**config.mk**
```make
export PLATFORM = sky130hd
export DESIGN_NAME = buddy_allocator
export DESIGN_NICKNAME = d
export VERILOG_FILES = /design/src/sv/ba_pkg.sv /design/src/sv/ba_flist.sv /design/src/sv/buddy_allocator.sv
export SDC_FILE = /design/constraint.sdc
export NUM_CORES = 2
export LEC_CHECK = 0
export BUFFER_PORTS_ARGS = -buffer_cell sky130_fd_sc_hd__buf_4
export CAP_MARGIN = 40
export CORE_MARGIN = 2
export CORE_UTILIZATION = 26
export CTS_CLUSTER_DIAMETER = 100
export CTS_CLUSTER_SIZE = 40
export DETAILED_ROUTE_END_ITERATION = 8
export REMOVE_ABC_BUFFERS = 1
export SKIP_CTS_REPAIR_TIMING = 1
export SLEW_MARGIN = 10
export SYNTH_ARGS = -nofsm -noshare
export SYNTH_HDL_FRONTEND = slang
export SYNTH_HIERARCHICAL = 1
export SYNTH_SLANG_ARGS = --single-unit
export TNS_END_PERCENT = 10
```
**constraint.sdc**
```tcl
create_clock -name aclk -period 26.9 [get_ports aclk]
set_clock_uncertainty 0.1 [all_clocks]
set_input_delay 1.345 -clock aclk [delete_from_list [all_inputs] [get_ports aclk]]
set_output_delay 1.345 -clock aclk [all_outputs]
set_load 0.1 [all_outputs]
```
**src/sv/ba_pkg.sv**
```systemverilog
package ba_pkg;

    // default geometry
    localparam int DEF_SPACE_WORDS = 1024;
    localparam int DEF_MIN_BLOCK   = 8;
    localparam int DEF_LEVELS      = 7;

    // request codes
    localparam logic OP_ALLOC = 1'b0;
    localparam logic OP_FREE  = 1'b1;

    // result status codes
    localparam int STATUS_W = 2;
    typedef enum logic [STATUS_W-1:0] {
        ST_OK       = 2'd0,
        ST_NO_SPACE = 2'd1,
        ST_BAD_FREE = 2'd2
    } status_t;

endpackage

```
**src/sv/ba_flist.sv**
```systemverilog
module ba_flist #(
    parameter int DEPTH = 127,
    parameter int AW    = 7,
    parameter int DW    = 10
) (
    input  logic          aclk,
    input  logic          we,
    input  logic [AW-1:0] waddr,
    input  logic [DW-1:0] wdata,
    input  logic          re,
    input  logic [AW-1:0] raddr,
    output logic [DW-1:0] rdata
);
    // free-list stacks of all levels, one write and one registered read port
    logic [DW-1:0] mem [DEPTH];

    always_ff @(posedge aclk) begin
        if (we) begin
            mem[waddr] <= wdata;
        end
        if (re) begin
            rdata <= mem[raddr];
        end
    end

endmodule

```
**src/sv/buddy_allocator.sv**
```systemverilog
// Buddy allocator over a SPACE_WORDS-word space. Blocks of SPACE_WORDS/2 down to MIN_BLOCK
// words sit in one stack per level in a single-port-write, registered-read list memory; the
// sizes of allocated blocks live in a granule table with a valid bit per granule. One
// request is handled at a time and s_ready is low while it runs. After reset a seeding pass
// writes the heads of the top three level stacks before the first request is taken. An
// allocate pops the nearest non-empty level, pushes the upper half of each split onto its
// level's stack and writes the granule table. A free reads the table, compares list entries
// one per cycle for buddies (at most the level's count per level walked), pulls each merged
// buddy out of its stack, shifting later entries down one per cycle, and pushes the merged
// block. The result sits in an output register; a new request is taken while it waits.
module buddy_allocator #(
    parameter int SPACE_WORDS = ba_pkg::DEF_SPACE_WORDS,
    parameter int MIN_BLOCK   = ba_pkg::DEF_MIN_BLOCK,
    parameter int LEVELS      = ba_pkg::DEF_LEVELS
) (
    input  logic                               aclk,
    input  logic                               aresetn,
    input  logic                               s_valid,
    output logic                               s_ready,
    input  logic                               s_operation,
    input  logic [$clog2(SPACE_WORDS)-1:0]     s_request_size,
    input  logic [$clog2(SPACE_WORDS)-1:0]     s_free_addr,
    output logic                               m_valid,
    input  logic                               m_ready,
    output logic [ba_pkg::STATUS_W-1:0]        m_status,
    output logic [$clog2(SPACE_WORDS)-1:0]     m_block_addr
);
    import ba_pkg::*;

    localparam int ADDR_W = $clog2(SPACE_WORDS);
    localparam int LVL_W  = $clog2(LEVELS);
    localparam int SLOTS  = (2 ** LEVELS) - 1;
    localparam int SLOT_W = LEVELS;
    localparam int CNT_W  = LEVELS;
    localparam int GRAN   = SPACE_WORDS / MIN_BLOCK;
    localparam int GRAN_W = $clog2(GRAN);
    localparam int MINB_W = $clog2(MIN_BLOCK);
    localparam int TOP    = SPACE_WORDS / 2;
    localparam int NINIT  = (LEVELS < 3) ? LEVELS : 3;

    localparam logic [ADDR_W-1:0] TOP_A    = ADDR_W'(TOP);
    localparam logic [ADDR_W:0]   TOP_X    = (ADDR_W+1)'(TOP);
    localparam logic [ADDR_W:0]   SPACE_X  = (ADDR_W+1)'(SPACE_WORDS);
    localparam logic [ADDR_W-1:0] MIN_MASK = ADDR_W'(MIN_BLOCK - 1);

    typedef enum logic [12:0] {
        S_INIT   = 13'b0000000000001,
        S_IDLE   = 13'b0000000000010,
        S_A_POP  = 13'b0000000000100,
        S_A_SPLT = 13'b0000000001000,
        S_A_TBL  = 13'b0000000010000,
        S_F_TBL  = 13'b0000000100000,
        S_F_LVL  = 13'b0000001000000,
        S_F_CMP  = 13'b0000010000000,
        S_F_ROOM = 13'b0000100000000,
        S_F_RMV  = 13'b0001000000000,
        S_F_SHW  = 13'b0010000000000,
        S_F_PUSH = 13'b0100000000000,
        S_DONE   = 13'b1000000000000
    } state_t;

    function automatic logic [ADDR_W-1:0] lvl_size(input logic [LVL_W-1:0] lv);
        lvl_size = TOP_A >> lv;
    endfunction

    function automatic logic [SLOT_W-1:0] lvl_base(input logic [LVL_W-1:0] lv);
        lvl_base = (SLOT_W'(1) << lv) - SLOT_W'(1);
    endfunction

    function automatic logic [CNT_W-1:0] lvl_cap(input logic [LVL_W-1:0] lv);
        lvl_cap = CNT_W'(1) << lv;
    endfunction

    state_t                state_reg, state_next;
    logic [CNT_W-1:0]      cnt_reg [LEVELS];
    logic [CNT_W-1:0]      cnt_next [LEVELS];
    logic [CNT_W-1:0]      pos_reg [LEVELS];
    logic [CNT_W-1:0]      pos_next [LEVELS];
    logic [GRAN-1:0]       tvld_reg, tvld_next;
    logic [LVL_W-1:0]      lv_reg, lv_next;
    logic [LVL_W-1:0]      tgt_reg, tgt_next;
    logic [LVL_W-1:0]      start_reg, start_next;
    logic [LVL_W-1:0]      rm_lv_reg, rm_lv_next;
    logic [ADDR_W-1:0]     addr_reg, addr_next;
    logic [ADDR_W-1:0]     a_reg, a_next;
    logic [CNT_W-1:0]      idx_reg, idx_next;
    logic [1:0]            init_reg, init_next;
    status_t               res_st_reg, res_st_next;
    logic [ADDR_W-1:0]     res_addr_reg, res_addr_next;
    logic                  m_valid_reg, m_valid_next;
    status_t               m_status_reg, m_status_next;
    logic [ADDR_W-1:0]     m_addr_reg, m_addr_next;

    // list memory port
    logic                  fl_we, fl_re;
    logic [SLOT_W-1:0]     fl_waddr, fl_raddr;
    logic [ADDR_W-1:0]     fl_wdata, fl_rdata;

    // granule table: level of the allocated block starting there
    logic [LVL_W-1:0]      tbl_mem [GRAN];
    logic                  tbl_we, tbl_re;
    logic [GRAN_W-1:0]     tbl_waddr, tbl_raddr;
    logic [LVL_W-1:0]      tbl_wdata, tbl_rdata;

    // request decode
    logic [ADDR_W:0]       need;
    logic                  too_big;
    logic [LVL_W-1:0]      target;
    logic [LVL_W-1:0]      src;
    logic                  src_found;
    logic                  free_bad;
    logic [GRAN_W-1:0]     a_gran;

    ba_flist #(
        .DEPTH (SLOTS),
        .AW    (SLOT_W),
        .DW    (ADDR_W)
    ) u_flist (
        .aclk  (aclk),
        .we    (fl_we),
        .waddr (fl_waddr),
        .wdata (fl_wdata),
        .re    (fl_re),
        .raddr (fl_raddr),
        .rdata (fl_rdata)
    );

    always_ff @(posedge aclk) begin
        if (tbl_we) begin
            tbl_mem[tbl_waddr] <= tbl_wdata;
        end
        if (tbl_re) begin
            tbl_rdata <= tbl_mem[tbl_raddr];
        end
    end

    // size class and nearest non-empty level for an allocate
    always_comb begin
        need      = {1'b0, s_request_size} + (ADDR_W+1)'(1);
        too_big   = need > TOP_X;
        target    = '0;
        src       = '0;
        src_found = 1'b0;
        for (int t = 1; t < LEVELS; t++) begin
            if (need <= {1'b0, lvl_size(LVL_W'(t))}) begin
                target = LVL_W'(t);
            end
        end
        for (int l = 0; l < LEVELS; l++) begin
            if (LVL_W'(l) <= target && cnt_reg[l] != '0) begin
                src       = LVL_W'(l);
                src_found = 1'b1;
            end
        end
        free_bad = ((s_free_addr & MIN_MASK) != '0) || ({1'b0, s_free_addr} >= SPACE_X);
    end

    assign a_gran = GRAN_W'(a_reg >> MINB_W);

    // sequencer
    always_comb begin
        state_next    = state_reg;
        cnt_next      = cnt_reg;
        pos_next      = pos_reg;
        tvld_next     = tvld_reg;
        lv_next       = lv_reg;
        tgt_next      = tgt_reg;
        start_next    = start_reg;
        rm_lv_next    = rm_lv_reg;
        addr_next     = addr_reg;
        a_next        = a_reg;
        idx_next      = idx_reg;
        init_next     = init_reg;
        res_st_next   = res_st_reg;
        res_addr_next = res_addr_reg;
        m_valid_next  = m_valid_reg && !m_ready;
        m_status_next = m_status_reg;
        m_addr_next   = m_addr_reg;
        fl_we         = 1'b0;
        fl_waddr      = '0;
        fl_wdata      = '0;
        fl_re         = 1'b0;
        fl_raddr      = '0;
        tbl_we        = 1'b0;
        tbl_waddr     = '0;
        tbl_wdata     = '0;
        tbl_re        = 1'b0;
        tbl_raddr     = '0;

        case (state_reg)
            S_INIT: begin
                // seed the head of the top stacks
                fl_we    = 1'b1;
                fl_waddr = lvl_base(LVL_W'(init_reg));
                fl_wdata = lvl_size(LVL_W'(init_reg));
                if (init_reg == 2'(NINIT - 1)) begin
                    state_next = S_IDLE;
                end else begin
                    init_next = init_reg + 2'd1;
                end
            end
            S_IDLE: begin
                if (s_valid) begin
                    if (s_operation == OP_FREE) begin
                        a_next = s_free_addr;
                        if (free_bad) begin
                            res_st_next   = ST_BAD_FREE;
                            res_addr_next = '0;
                            state_next    = S_DONE;
                        end else begin
                            tbl_re     = 1'b1;
                            tbl_raddr  = GRAN_W'(s_free_addr >> MINB_W);
                            state_next = S_F_TBL;
                        end
                    end else if (too_big || !src_found) begin
                        res_st_next   = ST_NO_SPACE;
                        res_addr_next = '0;
                        state_next    = S_DONE;
                    end else begin
                        cnt_next[src] = cnt_reg[src] - CNT_W'(1);
                        fl_re         = 1'b1;
                        fl_raddr      = lvl_base(src) + cnt_reg[src] - SLOT_W'(1);
                        lv_next       = src;
                        tgt_next      = target;
                        state_next    = S_A_POP;
                    end
                end
            end
            S_A_POP: begin
                addr_next = fl_rdata;
                if (lv_reg == tgt_reg) begin
                    state_next = S_A_TBL;
                end else begin
                    lv_next    = lv_reg + LVL_W'(1);
                    state_next = S_A_SPLT;
                end
            end
            S_A_SPLT: begin
                // upper half goes onto its level's stack if it has room
                if (cnt_reg[lv_reg] < lvl_cap(lv_reg)) begin
                    fl_we            = 1'b1;
                    fl_waddr         = lvl_base(lv_reg) + cnt_reg[lv_reg];
                    fl_wdata         = addr_reg + lvl_size(lv_reg);
                    cnt_next[lv_reg] = cnt_reg[lv_reg] + CNT_W'(1);
                end
                if (lv_reg == tgt_reg) begin
                    state_next = S_A_TBL;
                end else begin
                    lv_next = lv_reg + LVL_W'(1);
                end
            end
            S_A_TBL: begin
                tbl_we        = 1'b1;
                tbl_waddr     = GRAN_W'(addr_reg >> MINB_W);
                tbl_wdata     = tgt_reg;
                tvld_next[GRAN_W'(addr_reg >> MINB_W)] = 1'b1;
                res_st_next   = ST_OK;
                res_addr_next = addr_reg;
                state_next    = S_DONE;
            end
            S_F_TBL: begin
                if (!tvld_reg[a_gran]) begin
                    res_st_next   = ST_BAD_FREE;
                    res_addr_next = '0;
                    state_next    = S_DONE;
                end else begin
                    lv_next    = tbl_rdata;
                    start_next = tbl_rdata;
                    addr_next  = a_reg;
                    state_next = S_F_LVL;
                end
            end
            S_F_LVL: begin
                // look for the buddy on this level
                if (lv_reg == '0 || cnt_reg[lv_reg] == '0) begin
                    state_next = S_F_ROOM;
                end else begin
                    idx_next   = '0;
                    fl_re      = 1'b1;
                    fl_raddr   = lvl_base(lv_reg);
                    state_next = S_F_CMP;
                end
            end
            S_F_CMP: begin
                if (fl_rdata == (addr_reg ^ lvl_size(lv_reg))) begin
                    pos_next[lv_reg] = idx_reg;
                    addr_next        = addr_reg & ~lvl_size(lv_reg);
                    lv_next          = lv_reg - LVL_W'(1);
                    state_next       = S_F_LVL;
                end else if ((idx_reg + CNT_W'(1)) < cnt_reg[lv_reg]) begin
                    idx_next = idx_reg + CNT_W'(1);
                    fl_re    = 1'b1;
                    fl_raddr = lvl_base(lv_reg) + idx_reg + SLOT_W'(1);
                end else begin
                    state_next = S_F_ROOM;
                end
            end
            S_F_ROOM: begin
                if (cnt_reg[lv_reg] >= lvl_cap(lv_reg)) begin
                    res_st_next   = ST_BAD_FREE;
                    res_addr_next = '0;
                    state_next    = S_DONE;
                end else if (start_reg == lv_reg) begin
                    state_next = S_F_PUSH;
                end else begin
                    rm_lv_next = start_reg;
                    state_next = S_F_RMV;
                end
            end
            S_F_RMV: begin
                // pull the buddy out of its stack, keeping order
                if ((pos_reg[rm_lv_reg] + CNT_W'(1)) < cnt_reg[rm_lv_reg]) begin
                    fl_re      = 1'b1;
                    fl_raddr   = lvl_base(rm_lv_reg) + pos_reg[rm_lv_reg] + SLOT_W'(1);
                    idx_next   = pos_reg[rm_lv_reg];
                    state_next = S_F_SHW;
                end else begin
                    cnt_next[rm_lv_reg] = cnt_reg[rm_lv_reg] - CNT_W'(1);
                    if ((rm_lv_reg - LVL_W'(1)) == lv_reg) begin
                        state_next = S_F_PUSH;
                    end else begin
                        rm_lv_next = rm_lv_reg - LVL_W'(1);
                    end
                end
            end
            S_F_SHW: begin
                fl_we    = 1'b1;
                fl_waddr = lvl_base(rm_lv_reg) + idx_reg;
                fl_wdata = fl_rdata;
                if ((idx_reg + CNT_W'(2)) < cnt_reg[rm_lv_reg]) begin
                    fl_re    = 1'b1;
                    fl_raddr = lvl_base(rm_lv_reg) + idx_reg + SLOT_W'(2);
                    idx_next = idx_reg + CNT_W'(1);
                end else begin
                    cnt_next[rm_lv_reg] = cnt_reg[rm_lv_reg] - CNT_W'(1);
                    if ((rm_lv_reg - LVL_W'(1)) == lv_reg) begin
                        state_next = S_F_PUSH;
                    end else begin
                        rm_lv_next = rm_lv_reg - LVL_W'(1);
                        state_next = S_F_RMV;
                    end
                end
            end
            S_F_PUSH: begin
                fl_we             = 1'b1;
                fl_waddr          = lvl_base(lv_reg) + cnt_reg[lv_reg];
                fl_wdata          = addr_reg;
                cnt_next[lv_reg]  = cnt_reg[lv_reg] + CNT_W'(1);
                tvld_next[a_gran] = 1'b0;
                res_st_next       = ST_OK;
                res_addr_next     = '0;
                state_next        = S_DONE;
            end
            S_DONE: begin
                if (!m_valid_reg || m_ready) begin
                    m_valid_next  = 1'b1;
                    m_status_next = res_st_reg;
                    m_addr_next   = res_addr_reg;
                    state_next    = S_IDLE;
                end
            end
            default: begin
                state_next = S_IDLE;
            end
        endcase
    end

    always_ff @(posedge aclk) begin
        if (!aresetn) begin
            state_reg   <= S_INIT;
            init_reg    <= '0;
            tvld_reg    <= '0;
            m_valid_reg <= 1'b0;
            for (int l = 0; l < LEVELS; l++) begin
                cnt_reg[l] <= (l < NINIT) ? CNT_W'(1) : '0;
            end
        end else begin
            state_reg   <= state_next;
            init_reg    <= init_next;
            tvld_reg    <= tvld_next;
            m_valid_reg <= m_valid_next;
            cnt_reg     <= cnt_next;
        end
    end

    always_ff @(posedge aclk) begin
        pos_reg      <= pos_next;
        lv_reg       <= lv_next;
        tgt_reg      <= tgt_next;
        start_reg    <= start_next;
        rm_lv_reg    <= rm_lv_next;
        addr_reg     <= addr_next;
        a_reg        <= a_next;
        idx_reg      <= idx_next;
        res_st_reg   <= res_st_next;
        res_addr_reg <= res_addr_next;
        m_status_reg <= m_status_next;
        m_addr_reg   <= m_addr_next;
    end

    assign s_ready      = (state_reg == S_IDLE);
    assign m_valid      = m_valid_reg;
    assign m_status     = m_status_reg;
    assign m_block_addr = m_addr_reg;

`ifndef SYNTH
    a_busy_after_accept: assert property (@(posedge aclk) disable iff (!aresetn)
        s_valid && s_ready |=> !s_ready)
        else $error("request taken while busy");

    a_status_code: assert property (@(posedge aclk) disable iff (!aresetn)
        m_valid |-> (m_status == ST_OK || m_status == ST_NO_SPACE || m_status == ST_BAD_FREE))
        else $error("unknown status code");

    a_block_aligned: assert property (@(posedge aclk) disable iff (!aresetn)
        m_valid && m_status == ST_OK |-> (m_block_addr & MIN_MASK) == '0)
        else $error("block address not granule aligned");

    a_push_room: assert property (@(posedge aclk) disable iff (!aresetn)
        state_reg == S_F_PUSH |-> cnt_reg[lv_reg] < lvl_cap(lv_reg))
        else $error("free push onto a full stack");

    a_fail_no_addr: assert property (@(posedge aclk) disable iff (!aresetn)
        m_valid && m_status != ST_OK |-> m_block_addr == '0)
        else $error("failed transaction carries an address");
`endif

endmodule

```
==> out/results.txt <==
Crit Path Max Fanout -> 39
Vias in the first global route -> 52330
Synth-to-layout area growth -> 11.18%
RSZ-0062 raised after global routing -> no
Hold Fails Final Rpt -> 0
Leak -> 28.32 nW
Non-filler cells, final -> 10400
Fin. max-slew vios -> 0
CTS tree -> done
Maximum VDD drop -> 62.92 µV
Reg2reg end -> u_flist/rdata[6]$_DFFE_PP_
Row cnt -> 212
Routed WL per cell -> 25.22 µm
Synth Warn # -> 6
Kind of launch point of the worst setup path -> register
Largest net degree at the start of global routing -> 125
Die Width -> 581.7 µm
FFs w/ async S/R, synth -> 0%
Placed insts -> 10280
Core area -> 332900 µm²
Critical path type -> reg2reg
Drt pass-1 iters -> 9
Peak Freq -> 101.6 MHz
Initial antenna violation count -> 6
R2R setup slack -> 17.06 ns
# DRC -> 0
Hold wc startpoint -> res_addr_reg[8]$_SDFFCE_PN0P_
TritonCTS buffer count -> 72
Seq/Total Area, Yosys -> 66.01%
Least-Margin Pin Slew -> 0.9482 ns
Status -> complete, no violations
Largest register FFs -> 1270
CTS H-tree lvls -> 3
HP Class -> reg2reg
Worst-case reg-to-reg path depth -> 24
Final WL -> 262.4 mm
Reg-to-reg critical path startpoint -> rm_lv_reg[1]$_DFFE_PP_
Die height -> 581.7 µm
Clk sinks -> 1972
Hold Path Stages -> 0
GRT Overall Usage -> 14.98%
Worst-Skew Late Latency -> 0.78 ns
Crit path capture type -> register
Cell count after synthesis -> 5917
WHS Endpoint -> m_block_addr[8]$_DFFE_PP_
Dominant synthesized flop cell -> edfxtp_1
Fin crit period -> 9.839 ns
Routability Congestion -> 0.9559
Post-synth EDFFs -> 1779
Longest Clk Path Bufs -> 3
Starting density of the core -> 26.07%
Port Buffer Count -> 38
Total Power -> 5.597 mW
Worst EP required -> 27.29 ns
Fin Setup TNS -> 0 ns
DRT iter0 DRCs -> 6363
Unique masters post-synth -> 113
Root Driver -> clkbuf_16
DRT antenna net count -> 0
Synthesized area -> 86790 µm²
Overflow left after global routing -> 0
Slew Limit Headroom -> 36.33%
Fill cell total of the finished layout -> 32950
DR vias/cell -> 5.162
#FFs+latches synth -> 1972
MaxCap Viol Count -> 0
Crit path DAT -> 10.23 ns
Syn avg cell area -> 14.67 µm²
DR vias -> 53710
First-pass GRT wire length -> 377.5 mm
Die area -> 338400 µm²
Layout net count -> 6103
Layout cells sized above 1 -> 15.58%
Clock Pin Slew Worst Setup and Hold Paths -> 0.14 ns
Power Dens Cells -> 58.01 nW/µm²
I/O Pins -> 39
Final Cycle Share -> 36.58%
Finish-stage setup viols -> 0
Post-DP HPWL -> 181.1 mm
[stage by stage]
step           hold WS [ns]  cell area, µm²  worst slack [ns]  util [%]
3_5_place_dp         0.3051           93740             16.81     28.16
6_report             0.2695           96490             17.06     28.98
2_1_floorplan        0.3003           85110             2.712         -
3_3_place_gp         0.3036           92060             16.49     27.66
4_1_cts              0.2727           96290             17.13     28.93
5_1_grt              0.2734           96480             16.30     28.98
[synthesized netlist by cell type (40+ instances only)]
master | instances | area, µm²
edfxtp_1 | 1779 | 53420
nand2_1 | 474 | 1779
nor2_1 | 444 | 1667
mux4_2 | 362 | 8153
a21oi_1 | 294 | 1471
o21ai_0 | 283 | 1416
clkbuf_1 | 213 | 799.5
mux2i_1 | 204 | 2042
dfxtp_1 | 193 | 3864
inv_1 | 188 | 705.7
nand3_1 | 142 | 710.7
a22oi_1 | 103 | 773.2
ha_1 | 99 | 1239
nor3_1 | 79 | 395.4
a211oi_1 | 71 | 533.0
buf_2 | 60 | 300.3
xnor2_1 | 60 | 525.5
o22ai_1 | 53 | 331.6
a31oi_1 | 45 | 281.5
nor2b_1 | 45 | 281.5
o21a_1 | 45 | 337.8
xor2_1 | 40 | 350.3
[cells by family (layout without fill, tap and decap cells)]
kind of cell	count (synthesis)	after routing	synth area share [%]
AO/OA/AOI/OAI	1176	1176	8.907
XOR/XNOR	101	101	1.028
adder cells (fa/ha/maj)	106	106	1.589
buffers and inverters	544	642	2.764
flip-flops	1972	1972	66.01
multiplexers	589	589	12.05
other	0	2	0
AND/OR/NAND/NOR	1429	1429	7.660
[worst max-delay path: stages, from the launching register on]
cell and delay [ns]:
edfxtp_1 0.35, buf_4 0.39, inv_1 0.38, nor3_1 0.79
a22o_1 0.27, nor2_1 0.05, o21ai_1 0.28, nand3_1 0.20
nor3_1 0.28, xnor2_1 0.10, ha_1 0.34, a2111oi_0 0.54
a21boi_1 0.30, o21ai_2 0.23, o221ai_1 0.32, a21o_4 0.54
buf_4 0.65, buf_4 0.72, buf_4 0.52, buf_12 0.28
mux4_2 0.54, a22oi_1 0.29, a31oi_1 0.12, a211oi_1 0.65
nor3_1 0.16
[layout make-up]
type / count / area [µm²] / area share, %
diodes: 2 / 5.005 / 0.005187
clock buffers: 75 / 1823 / 1.889
clock inverters: 42 / 732.0 / 0.7586
inverters: 193 / 726.9 / 0.7534
multi-input cells: 3401 / 27360 / 28.35
flip-flops and latches: 1972 / 57280 / 59.37
well taps: 4387 / 5489 / 5.689
repair buffers: 332 / 3067 / 3.178
[worst max path at each step]
stage	startpoint	end	slack, ns	cells after the start
3_5_place_dp	s_request_size[1]	u_flist/rdata[4]$_DFFE_PP_	16.81	25
4_1_cts	rm_lv_reg[1]$_DFFE_PP_	u_flist/rdata[6]$_DFFE_PP_	17.13	24
2_1_floorplan	rm_lv_reg[0]$_DFFE_PP_	u_flist/rdata[8]$_DFFE_PP_	2.71	19
6_report	rm_lv_reg[1]$_DFFE_PP_	u_flist/rdata[6]$_DFFE_PP_	17.06	24
5_1_grt	rm_lv_reg[1]$_DFFE_PP_	u_flist/rdata[6]$_DFFE_PP_	16.30	24
3_3_place_gp	s_request_size[1]	u_flist/rdata[4]$_DFFE_PP_	16.49	23
[power breakdown]
part	leakage, nW	switching [mW]	internal [mW]
registers	15.5	0.0175	3.46
clock network	1.22	0.999	0.564
logic	11.6	0.410	0.150
[placed cells by master, fill, tap and decap left out, types with 24 or more instances in the layout]
cell type	n
edfxtp_1	1779
nand2_1	474
nor2_1	436
mux4_2	362
a21oi_1	294
o21ai_0	274
buf_4	255
mux2i_1	204
dfxtp_1	193
inv_1	187
nand3_1	139
a22oi_1	103
ha_1	99
nor3_1	75
clkbuf_16	72
a211oi_1	71
xnor2_1	60
o22ai_1	53
a31oi_1	45
o21a_1	45
nor2b_1	42
buf_6	42
xor2_1	40
nand4_1	33
a21o_1	32
and2_1	28
o211ai_1	27
a221oi_1	27
and3_1	26
nand2b_1	24
[layer usage]
metal / up-vias / part of all wire [%] / track usage (%)
met4: 2 / 3.4 / 4.914
met5: - / 0.0050 / 0
met1: 27820 / 42 / 20.20
met3: 427 / 7.6 / 2.373
li1: 23020 / - / -
met2: 2441 / 47 / 24.54
No activity file was read; power rests on OpenSTA's default activity.
